===== src/celg_pkg.sv =====
// ----------------------------------------------------------------------------
// celg_pkg
// Shared types and constants for the cross-entropy loss and gradient core.
// ----------------------------------------------------------------------------
`default_nettype none
package celg_pkg;

  localparam int FRAC_BITS  = 15;
  localparam int ACC_WIDTH  = 48;
  localparam int MANT_FRAC  = 30;
  localparam int GRAD_W     = 31;
  localparam int ERR_W      = 48;
  localparam int DIM_W      = 16;
  localparam int DATA_W     = 16;
  localparam int QDEPTH     = 2;
  localparam logic [29:0] LN2_Q30 = 30'd744261118;
  localparam logic [30:0] GRAD_MAX = 31'h7fff_ffff;

  // One queued item between the front and the back.
  typedef struct packed {
    logic [DATA_W-1:0] target_value;
    logic [DATA_W-1:0] output_prob;
    logic              last_element;
  } item_t;

  // Back-end sequencer states.
  typedef enum logic [2:0] {
    ST_IDLE,
    ST_LOG,
    ST_DIV,
    ST_TERM,
    ST_ERR,
    ST_OUT
  } back_state_t;

endpackage
`default_nettype wire


===== src/celg_front.sv =====
// ----------------------------------------------------------------------------
// celg_front
// Input stage and two-entry queue that decouples input from the back end.
// ----------------------------------------------------------------------------
`default_nettype none
module celg_front (
  input  wire                 clk,
  input  wire                 rst,
  input  wire                 in_valid,
  output logic                in_stall,
  input  wire  celg_pkg::item_t in_item,
  output logic                q_valid,
  input  wire                 q_pop,
  output celg_pkg::item_t     q_item
);
  import celg_pkg::*;

  item_t      mem [QDEPTH];
  logic       wr_ptr, rd_ptr;
  logic [1:0] count;
  logic       push;

  // A transfer is taken while the queue has room.
  assign in_stall = (count == 2'(QDEPTH));
  assign push     = in_valid && !in_stall;
  assign q_valid  = (count != 2'd0);
  assign q_item   = mem[rd_ptr];

  // Queue storage.
  always_ff @(posedge clk) begin
    if (push) mem[wr_ptr] <= in_item;
  end

  // Queue pointers and fill count.
  always_ff @(posedge clk) begin
    if (rst) begin
      wr_ptr <= 1'b0;
      rd_ptr <= 1'b0;
      count  <= 2'd0;
    end else begin
      if (push) wr_ptr <= ~wr_ptr;
      if (q_pop) rd_ptr <= ~rd_ptr;
      count <= count + 2'(push) - 2'(q_pop);
    end
  end
endmodule
`default_nettype wire


===== config.mk =====
export PLATFORM = sky130hd
export DESIGN_NAME = celg_front
export DESIGN_NICKNAME = d
export VERILOG_FILES = /design/src/celg_pkg.sv /design/src/celg_front.sv
export SDC_FILE = /design/constraint.sdc
export NUM_CORES = 1
export LEC_CHECK = 0
export ABC_CLOCK_PERIOD_IN_PS = 1700
export BUFFER_PORTS_ARGS = -buffer_cell sky130_fd_sc_hd__buf_2
export CAP_MARGIN = 40
export CORE_MARGIN = 2
export CORE_UTILIZATION = 46
export DETAILED_ROUTE_END_ITERATION = 10
export PLACE_DENSITY_LB_ADDON = 0.15
export SETUP_SLACK_MARGIN = 0.02
export SLEW_MARGIN = 25
export SYNTH_ARGS = -nofsm -noshare
export SYNTH_HDL_FRONTEND = slang
export SYNTH_SLANG_ARGS = --single-unit

===== constraint.sdc =====
create_clock -name clk -period 1.7 [get_ports clk]
set_clock_uncertainty 0.05 [all_clocks]
set_input_delay 0.085 -clock clk [delete_from_list [all_inputs] [get_ports clk]]
set_output_delay 0.085 -clock clk [all_outputs]
set_load 0.005 [all_outputs]

Word-level counts from Yosys, hierarchy flattened:

Memory sizes are Yosys's and may differ from the RTL's. A register that Yosys moved wholly into a read port is not among the register bits.
Cells that the tools add are included.

* output and inout bits: 35
* memories kept: 1
* word-level logic and storage cells: 16
* bits in writable memories: 66
* bits in registers: 4
* input port bits: 37

* mux-type cells: 4
* $add $sub $neg: 2
* bitwise logic cells: 2
* reductions and logical operators: 3
* eq/ne operators: 1

Memories
* mem: depth 2, bits a word 33, read ports 1, clocked after memory_dff 1, wr ports 1, RTL line celg_front.sv:18 `item_t mem [QDEPTH];`

Operator list (number)
* two-way mux 1 bit: 4
* adder 2 x 1 -> 2 bit: 1
* == test 2 bit, second input constant: 1
* inverter 1 bit: 2
* nonzero test 2 bit: 1
* subtractor 2 x 1 -> 2 bit: 1
* logical AND 1 bit: 1
* logical NOT 1 bit: 1

Logic depth before layout (Yosys ltp):

Gate-level depths: netlist of the first run.

* depth in word-level cells: 5
* mapped depth: 8

Worst setup path after synthesis of the first run:

Ideal clock, no wire load.

* kind: register to register
* start: register count[0]
* end: memory mem[0][0] (netlist bit) (enable)
* library setup time: 388 ps
* stages on the path, launching flop included: 5
* path slack: -211 ps
* buffers on the path: 0
* arrival: 1474 ps
* path through: dfxtp_1 -> nand2b_2 -> inv_2 -> or3_1 -> inv_1

* cells in the longest elaborated chain, start to end: 5

RTL lines
* start: declaration: RTL line celg_front.sv:20 `logic [1:0] count;`
* start signal: assignment: RTL line celg_front.sv:43 `count <= count + 2'(push) - 2'(q_pop);`
* == test 2 bit: RTL line celg_front.sv:24 `assign in_stall = (count == 2'(QDEPTH));`
* net in_stall: RTL line celg_front.sv:10 `output logic in_stall,`
* logical NOT 1 bit: RTL line celg_front.sv:25 `assign push = in_valid && !in_stall;`
* logical AND 1 bit: RTL line celg_front.sv:25
* two-way mux 1 bit: RTL line celg_front.sv:31 `if (push) mem[wr_ptr] <= in_item;`
* two-way mux 1 bit (not written as such): RTL line celg_front.sv:31
* end: declaration: RTL line celg_front.sv:18

The timed path passes the listed nets, and every way through them passes these cells.

==> parameters.txt, run 1 <==
Parameter                              Value

Outcome
  Run status    finished, final reports clean

Setup path
  Arrival time at the worst endpoint    1410 ps
  Delay of the slowest critical-path stage    370 ps
  Crit-path slowest cell    mux2_2
  Critical Path Start Type    flip-flop
  Critical path cell sequence    buf_12, mux2_2, buf_2
  Maximum net fanout on the critical path    33
  Crit path capture type    output pin
  Class of the most critical setup path    flip-flop to output pin
  R2R depth    8
  Data required time of the critical path    between 1500 and 2000 ps

Finish
  Final #Nets    about 290
  Area added between synthesis and finish    40.0%
  N_diodes    0
  Final standard cell utilization of the core    66.6%
  Post-route standard cell area excluding fillers    3670 um^2
  Fraction of layout instances using a drive strength above 1    about half

Global routing
  Number of global-route vias before repair    1,617
  Global-route wire length before repair    7.35 mm
  Total global routing overflow    0
  Pin count of the biggest net entering global routing    34
  Total GRT Usage    15.9%
  Number of antenna violations at the first check in global routing    0

Detailed routing
  Vias per inst    4.58
  Vias    approximately 1,500
  Iteration count of the initial detailed-routing pass    4
  Iter 0 DRT Violations    between 70 and 80
  Number of routed nets with antenna violations    0
  Detailed Route WL    4.57 mm
  Number of remaining DRC errors    0
  Average detailed-routed wire length per instance    14.2 um

Yosys
  Sequential area share after synthesis    79.5%
  Synthesis-stage register bit count    71
  Yosys warnings    0
  Cell count after synthesis    128
  Post-synthesis net count    roughly 170
  Post-synthesis cell area    2620 um^2
  Distinct cell type count of the synthesized netlist    19
  Avg Synthesized Cell Area    20.5 um^2

STA
  Final Hold Slack    129 ps
  Setup slack of the critical path after layout    156 ps
  Fin. max-slew vios    0
  Final setup violation count    0
  Period utilization    about nine tenths
  Final count of hold timing violations    0
  Maximum clock rate    0.648 GHz
  Shortest clock period the worst path allows after layout    1540 ps
  Rel. slew slack    about 82%
  Slew at the pin closest to its max-slew limit    about 270 ps
  RSZ-0062 raised after global routing    no
  Final sum of negative setup slack    0 ps

CTS
  Htree depth    3
  Number of clock sinks seen by CTS    71
  Maximum clock insertion buffer count    2
  TritonCTS clock tree    built
  TritonCTS buffer count    9
  Clock root buffer    clkbuf_8
  Clock insertion delay at the later pin of the skew report    320 ps
  CTS clock-pin slew for the worst setup and hold paths    70 ps
  Post-CTS Setup Inserts    0

Pwr
  Internal    3.44 mW
  Sequential Power Share    roughly half
  VDD IR-drop max    669 uV
  Net switching power    1.01 mW
  Part of the power in the clock network    between 30% and 40%
  Power density normalized to cell area    1210 nW/um^2
  Proportion of total power due to net switching    22.6%
  Leakage    1.42 nW
  Fraction of power consumed by combinational cells    between 10% and 20%

Floorplanning
  Total die area    6310 um^2
  Starting utilization of the core area    47.6%
  Core box area    5510 um^2
  I/O Pins    72
  Vertical die dimension    79.5 um
  Row count    27
  Die Width    79.5 um

Place
  Worst slack after detailed placement    141 ps
  Placed instance area    around 3100 um^2
  Final weighted congestion in routability-driven placement    0.636
  Post-detail-place hpwl    approximately 3.1 mm
  Number of input and output port buffers inserted    71

Flow run
  Total of max-cap violations    0

Hold path
  Tightest Hold Check Type    primary input to flip-flop
  Number of cells on the worst hold path    4
[power groups by stage]
| stage | clock (mW) | sequential (mW) | combinational, mW |
|---|---|---|---|
| 6_report | 1.39 | 2.25 | 0.800 |
| 5_1_grt | 1.51 | 2.27 | 0.886 |
| 4_1_cts | 1.43 | 2.25 | 0.822 |
| 3_5_place_dp | 0 | 2.29 | 0.755 |
| 3_3_place_gp | 0 | 2.27 | 0.730 |
| 2_1_floorplan | 0 | 2.27 | 0.410 |
[Yosys cell counts]
master	n	area, um^2
or3_1	1	6.26
ha_1	2	25.0
or2_2	1	6.26
inv_2	1	3.75
nand2b_2	1	8.76
nor2_1	3	11.3
xor2_1	1	8.76
nor2b_1	1	6.26
and3_2	1	7.51
mux2_2	33	372
o21ai_0	1	5.00
buf_6	3	33.8
inv_1	3	11.3
xnor2_1	2	17.5
buf_2	1	5.00
edfxtp_1	66	1980
dfxtp_1	5	100
nand2_1	1	3.75
a21oi_1	1	5.00
[critical path, delay by kind of cell, from the launching register on]
family                 cells  cell delay [ps]
multiplexers               1              370
flip-flops                 1              360
buffers and inverters      2              340
[state kept, by name, indices dropped and copies added (netlist names), named ones only]
register,cells
mem,66
rd_ptr,1
wr_ptr,1
count,2
[per-layer routing]
| layer | share of wire, % | GRT usage (%) | vias to the layer above |
|---|---|---|---|
| li1 | - | - | 725 |
| met1 | 41 | 17.7 | 697 |
| met2 | 52 | 27.9 | 48 |
| met3 | 5.5 | 4.19 | 6 |
| met4 | 1.4 | 7.76 | 0 |
| met5 | 0 | 0 | - |
[path summary, 6_finish.rpt]
path | start | slack [ps] | endpoint
worst max-delay path | flip-flop | 160 | q_item[11]
worst min-delay path | in_valid | 130 | wr_ptr
worst max register to register | count[0] | 160 | count[1]
worst min register to register | wr_ptr | 440 | wr_ptr
[layout by cell type, fill, tap and decap left out, drive strengths merged, types with 2 or more instances in the layout]
master / count
buf: 76
edfxtp: 66
dlygate4sd3: 35
mux2: 33
clkbuf: 9
dfxtp: 5
clkinv: 4
nor2: 3
inv: 3
xnor2: 2
ha: 2
bufinv: 2
[timing repair]
item                                    4_1_cts  5_1_grt
gates resized for setup                       0        1
endpoints found under the setup margin        0        1
hold buffers                                 35        0
endpoints found under the hold margin        71        0
[layout make-up]
type | count | area [um^2]
sequential | 71 | 2080
fill | 395 | 1840
timing repair buffer | 111 | 781
multi-input combinational | 49 | 483
clock buffer | 9 | 124
tap | 72 | 90.1
clock inverter | 6 | 86.3
inverter | 4 | 18.8
[cell families (layout without fill, tap and decap cells)]
logic type / after synthesis / in the layout / synth area share, %
fa+ha+maj: 2 / 2 / 0.955
mux: 33 / 33 / 14.2
buf+inv: 8 / 130 / 2.05
flops: 71 / 71 / 79.5
simple gates: 9 / 9 / 1.91
xor+xnor: 3 / 3 / 1.00
compound gates: 2 / 2 / 0.382
[per-stage QoR]
| stage | std cells | power (mW) |
|---|---|---|
| after CTS | 322 | 4.50 |
| final | 322 | 4.44 |
| after global placement | 272 | 3.00 |
| after floorplan | 128 | 2.68 |
| after detailed placement | 272 | 3.04 |
| after global routing | 322 | 4.67 |
(Power assumes the default switching activity.)
==> run 2, diff against run 1 <==
--- a/config.mk
+++ b/config.mk
@@ -8,7 +8,7 @@
 export ABC_CLOCK_PERIOD_IN_PS = 1700
 export BUFFER_PORTS_ARGS = -buffer_cell sky130_fd_sc_hd__buf_2
 export CAP_MARGIN = 40
-export CORE_MARGIN = 2
+export CORE_MARGIN = 4
 export CORE_UTILIZATION = 46
 export DETAILED_ROUTE_END_ITERATION = 10
 export PLACE_DENSITY_LB_ADDON = 0.15
==> parameters.txt, run 2 (synthesized netlist as in run 1, its figures left out) <==
Parameter                              Value

Outcome
  Run status    finished, final reports clean

Setup path
  Family of cells with the greatest summed delay on the critical path    simple AND/OR/NAND/NOR gates
  Delay of the slowest critical-path stage    between 300 and 400 ps
  Crit path capture type    flip-flop
  Class of the most critical setup path    flip-flop to flip-flop
  Data required time of the critical path    1670 ps
  Maximum net fanout on the critical path    33
  Crit path buf inv count    3
  Arrival time at the worst endpoint    1560 ps
  Critical path cell sequence    nand2b_2, inv_2, or3_1, clkinvlp_4, buf_12
  Critical Path Start Type    flip-flop
  Crit-path slowest cell    or3_1

CTS
  Htree depth    3
  Clock root buffer    clkbuf_8
  CTS clock-pin slew for the worst setup and hold paths    70 ps
  Clock insertion delay at the later pin of the skew report    between 300 and 400 ps
  TritonCTS buffer count    9
  Number of clock sinks seen by CTS    71
  Post-CTS Setup Inserts    0
  Maximum clock insertion buffer count    2
  TritonCTS clock tree    built

Global routing
  Most Crowded Layer GR    met2
  Met1 layer usage reported by global route    15.2%
  Total global routing overflow    0
  Number of global-route vias before repair    1,621
  Global-route wire length before repair    7.47 mm
  Global-route met3 utilization    4.15%
  Grt met2 use    between 20% and 30%
  Pin count of the biggest net entering global routing    34
  Number of antenna violations at the first check in global routing    0
  Total GRT Usage    14.1%

Pwr
  Power density normalized to cell area    around 1300 nW/um^2
  VDD IR-drop max    631 uV
  Leakage    1.45 nW

Finish
  Most frequent standard cell in the layout excluding fill and tap cells    buf_2
  Final #Nets    283
  Count of filler cells inserted in the layout    385
  Fraction of layout instances using a drive strength above 1    between 50% and 60%
  Final instance count without filler cells    321
  N_diodes    0
  Largest regs    mem: 66 flops, count: 2 flops
  Most frequent cells in the layout    buf_2, edfxtp_1, dlygate4sd3_1, mux2_2, clkbuf_8
  Post-route standard cell area excluding fillers    3720 um^2
  Number of flip-flops under the largest register name    66
  Area added between synthesis and finish    42.1%
  Biggest register    mem

Floorplanning
  Total die area    6960 um^2
  I/O Pins    72
  Core box area    5510 um^2
  Row count    27
  Starting utilization of the core area    47.6%
  Die Width    between 80 and 90 um
  Vertical die dimension    83.5 um

STA
  Setup slack of the critical path after layout    114 ps
  RSZ-0062 raised after global routing    no
  Final sum of negative setup slack    0 ps
  Fin. max-slew vios    0
  Period utilization    93.3%
  Rel. slew slack    between 80% and 90%
  Slew at the pin closest to its max-slew limit    199 ps
  Final setup violation count    0
  Maximum clock rate    0.630 GHz
  Final count of hold timing violations    0
  Shortest clock period the worst path allows after layout    1590 ps

Detailed routing
  Detailed Route WL    4.65 mm
  Vias per inst    4.63
  Vias    roughly 1,500
  Average detailed-routed wire length per instance    14.5 um
  Iteration count of the initial detailed-routing pass    4
  Number of routed nets with antenna violations    0
  Number of remaining DRC errors    0
  Iter 0 DRT Violations    91

Place
  Number of input and output port buffers inserted    71
  Placed Cells    270
  Placed instance area    slightly above 3000 um^2
  Post-detail-place hpwl    2.86 mm
  Worst slack after detailed placement    134 ps
  Final weighted congestion in routability-driven placement    0.739

Flow run
  Total of max-cap violations    0

Hold path
  Tightest Hold Check Type    primary input to flip-flop
## run 2: area by class of cell
cell class / instances / area (um^2) / share of cell area (%)
clock buffers: 9 / 124 / 3.33
clock inverters: 7 / 159 / 4.27
inverters: 4 / 18.8 / 0.504
multi-input cells: 49 / 483 / 13.0
flip-flops and latches: 71 / 2080 / 55.9
well taps: 72 / 90.1 / 2.42
repair buffers: 109 / 766 / 20.6
## run 2: metrics by stage
| stage | power (mW) | hold WS (ps) | util [%] |
|---|---|---|---|
| CTS | 4.93 | 107 | 67.6 |
| global route | 5.07 | 145 | 67.6 |
| finish | 4.87 | 121 | 67.6 |
| detailed placement | 3.01 | 228 | 56.1 |
| floorplan | 2.68 | 104 | - |
| global placement | 2.98 | 224 | 56.1 |
## run 2: worst paths after layout
path / startpoint / cells after the start / slack, ps / to
setup / recovery: count[0] / 5 / 110 / mem[0][20]
setup reg to reg: count[0] / 5 / 110 / mem[0][20]
hold reg to reg: wr_ptr / 2 / 450 / wr_ptr
hold / removal: in_valid / 4 / 120 / wr_ptr
## run 2: power breakdown
group / switching, mW / internal, mW / leakage, nW
Sequential: 0.0604 / 2.18 / 0.657
Combinational: 0.365 / 0.418 / 0.648
Clock: 0.575 / 1.26 / 0.141
## run 2: what timing repair did
action                                  in CTS  in global routing
hold buffers                                35                  0
endpoints found under the setup margin       0                  0
resized for setup                            0                  0
hold endpoints to repair                    71                  0
## run 2: routing by layer
metal	vias up	routed length, um
li1	720	-
met4	0	171
met2	50	2380
met3	16	270
met1	701	1840
met5	-	0
## run 2: worst reg2reg max path, cell delays in order, from the launching register on
cell and delay (ps):
dfxtp_1 350, nand2b_2 150, inv_2 40, or3_1 360, clkinvlp_4 110, buf_12 200
==> run 3, diff against run 2 <==
--- a/config.mk
+++ b/config.mk
@@ -5,12 +5,13 @@
 export SDC_FILE = /design/constraint.sdc
 export NUM_CORES = 1
 export LEC_CHECK = 0
-export ABC_CLOCK_PERIOD_IN_PS = 1700
+export ABC_CLOCK_PERIOD_IN_PS = 1450
 export BUFFER_PORTS_ARGS = -buffer_cell sky130_fd_sc_hd__buf_2
 export CAP_MARGIN = 40
 export CORE_MARGIN = 4
 export CORE_UTILIZATION = 46
 export DETAILED_ROUTE_END_ITERATION = 10
+export GPL_ROUTABILITY_DRIVEN = 0
 export PLACE_DENSITY_LB_ADDON = 0.15
 export SETUP_SLACK_MARGIN = 0.02
 export SLEW_MARGIN = 25
==> constraint.sdc (replaced) <==
create_clock -name clk -period 1.45 [get_ports clk]
set_clock_uncertainty 0.05 [all_clocks]
set_input_delay 0.0725 -clock clk [delete_from_list [all_inputs] [get_ports clk]]
set_output_delay 0.0725 -clock clk [all_outputs]
set_load 0.005 [all_outputs]
==> parameters.txt, run 3 (synthesized netlist as in run 1, its figures left out) <==
Parameter                              Value

Floorplanning
  Core box area    5510 um^2
  Starting utilization of the core area    between 40% and 50%
  Total die area    6960 um^2
  Row count    27
  Vertical die dimension    around 83 um
  I/O Pins    72
  Die Width    83.5 um

CTS
  TritonCTS clock tree    built
  CTS clock-pin slew for the worst setup and hold paths    70 ps
  Clock root buffer    clkbuf_8
  Number of clock sinks seen by CTS    between 70 and 80
  Htree depth    3
  TritonCTS buffer count    9
  Post-CTS Setup Inserts    0
  Maximum clock insertion buffer count    2
  Clock insertion delay at the later pin of the skew report    roughly 320 ps

Finish
  Largest regs    mem: 66 flops, count: 2 flops
  Most frequent standard cell in the layout excluding fill and tap cells    edfxtp_1
  Count of filler cells inserted in the layout    roughly 320
  Area added between synthesis and finish    55.7%
  Number of flip-flops under the largest register name    66
  Multi-input logic area    649 um^2
  FF+latch area    2090 um^2
  Most frequent cells in the layout    edfxtp_1, buf_2, dlygate4sd3_1, mux2_4, buf_6
  Biggest register    mem
  Final instance count without filler cells    325
  Post-route standard cell area excluding fillers    4080 um^2
  N_diodes    0
  Fraction of layout instances using a drive strength above 1    around 55%
  Final #Nets    around 290

Setup path
  Crit path capture type    flip-flop
  Crit path buf inv count    1
  Cell with the most instances on the worst path    ha_4
  Class of the most critical setup path    flip-flop to flip-flop
  Arrival time at the worst endpoint    1680 ps
  Critical Path Start Type    flip-flop
  Family of cells with the greatest summed delay on the critical path    adder cells
  Delay of the slowest critical-path stage    330 ps
  Critical path cell sequence    nand2b_4, nand2_4, ha_4, inv_2, ha_4, xor2_2, xnor2_1, nor2_1
  Maximum net fanout on the critical path    3
  Data required time of the critical path    1620 ps
  Crit-path slowest cell    dfxtp_2

Detailed routing
  Vias per inst    4.60
  Iter 0 DRT Violations    56
  Iteration count of the initial detailed-routing pass    4
  Vias    1,494
  Number of routed nets with antenna violations    0
  Average detailed-routed wire length per instance    between 15 and 20 um
  Detailed Route WL    5.10 mm
  Number of remaining DRC errors    0

STA
  Slew at the pin closest to its max-slew limit    184 ps
  Shortest clock period the worst path allows after layout    around 1500 ps
  Final count of hold timing violations    0
  RSZ-0062 raised after global routing    yes
  Fin. max-slew vios    0
  Rel. slew slack    around 88%
  Final setup violation count    36
  Final Hold Slack    23.9 ps
  Setup slack of the critical path after layout    -61.3 ps
  Maximum clock rate    approximately 0.66 GHz
  Period utilization    104%

Flow run
  Total of max-cap violations    0

Outcome
  Failing checks    setup timing
  Run status    finished, violations left

Place
  Placed instance area    3180 um^2
  Post-detail-place hpwl    3.31 mm
  Number of input and output port buffers inserted    71
  Worst slack after detailed placement    -76.2 ps
  Placed Cells    275

Global routing
  Number of antenna violations at the first check in global routing    0
  Total GRT Usage    between 10% and 20%
  Total global routing overflow    0
  Pin count of the biggest net entering global routing    18
  Global-route wire length before repair    between 7 and 8 mm
  Number of global-route vias before repair    1,694

Pwr
  VDD IR-drop max    around 860 uV
  Power density normalized to cell area    1390 nW/um^2
  Leakage    1.63 nW

Hold path
  Tightest Hold Check Type    primary input to flip-flop
run 3: routing by layer:
| metal | share of wire (%) | track usage (%) | vias to the layer above |
|---|---|---|---|
| met5 | 0 | 0 | - |
| met4 | 0.92 | 6.14 | 0 |
| met3 | 6.1 | 4.74 | 6 |
| met2 | 54 | 26.7 | 47 |
| met1 | 39 | 16.9 | 713 |
| li1 | - | - | 728 |
run 3: worst register-to-register path: cells and delay by family, from the launching register on:
family	cells	cell delay, ps
XOR/XNOR	2	320
adder cells (fa/ha/maj)	2	400
buffers and inverters	1	40
flip-flops	1	330
AND/OR/NAND/NOR	3	270
run 3: power breakdown:
group	internal, mW	switching (mW)
sequential	2.56	0.0827
combinational	0.864	0.548
clock	0.966	0.661
run 3: path summary, 6_finish.rpt:
check	from	to	slack [ps]	cells after the start
max	count[0]	count[1]	-60	8
min	q_pop	rd_ptr	20	3
min reg2reg	wr_ptr	wr_ptr	450	2
max reg2reg	count[0]	count[1]	-60	8
run 3: area by class of cell:
type / instances / share of cell area [%]
tap: 72 / 2.21
inverter: 4 / 0.522
clock buffer: 12 / 3.31
multi-input combinational: 49 / 15.9
timing repair buffer: 113 / 25.1
clock inverter: 4 / 1.72
sequential: 71 / 51.2
run 3: timing repair:
item | 4_1_cts | 5_1_grt
pin swaps | 6 | 3
endpoints found under the setup margin | 67 | 67
hold buffers | 34 | 0
hold endpoints to repair | 71 | 0
gates resized for setup | 38 | 34
run 3: stage by stage:
step	TNS (ps)	utilization (%)	power, mW
floorplan	-4730	-	3.16
global placement	0	57.7	3.61
detailed placement	-295	57.7	3.67
CTS	-1870	71.0	5.56
global route	-3710	74.1	5.94
finish	-876	74.1	5.69
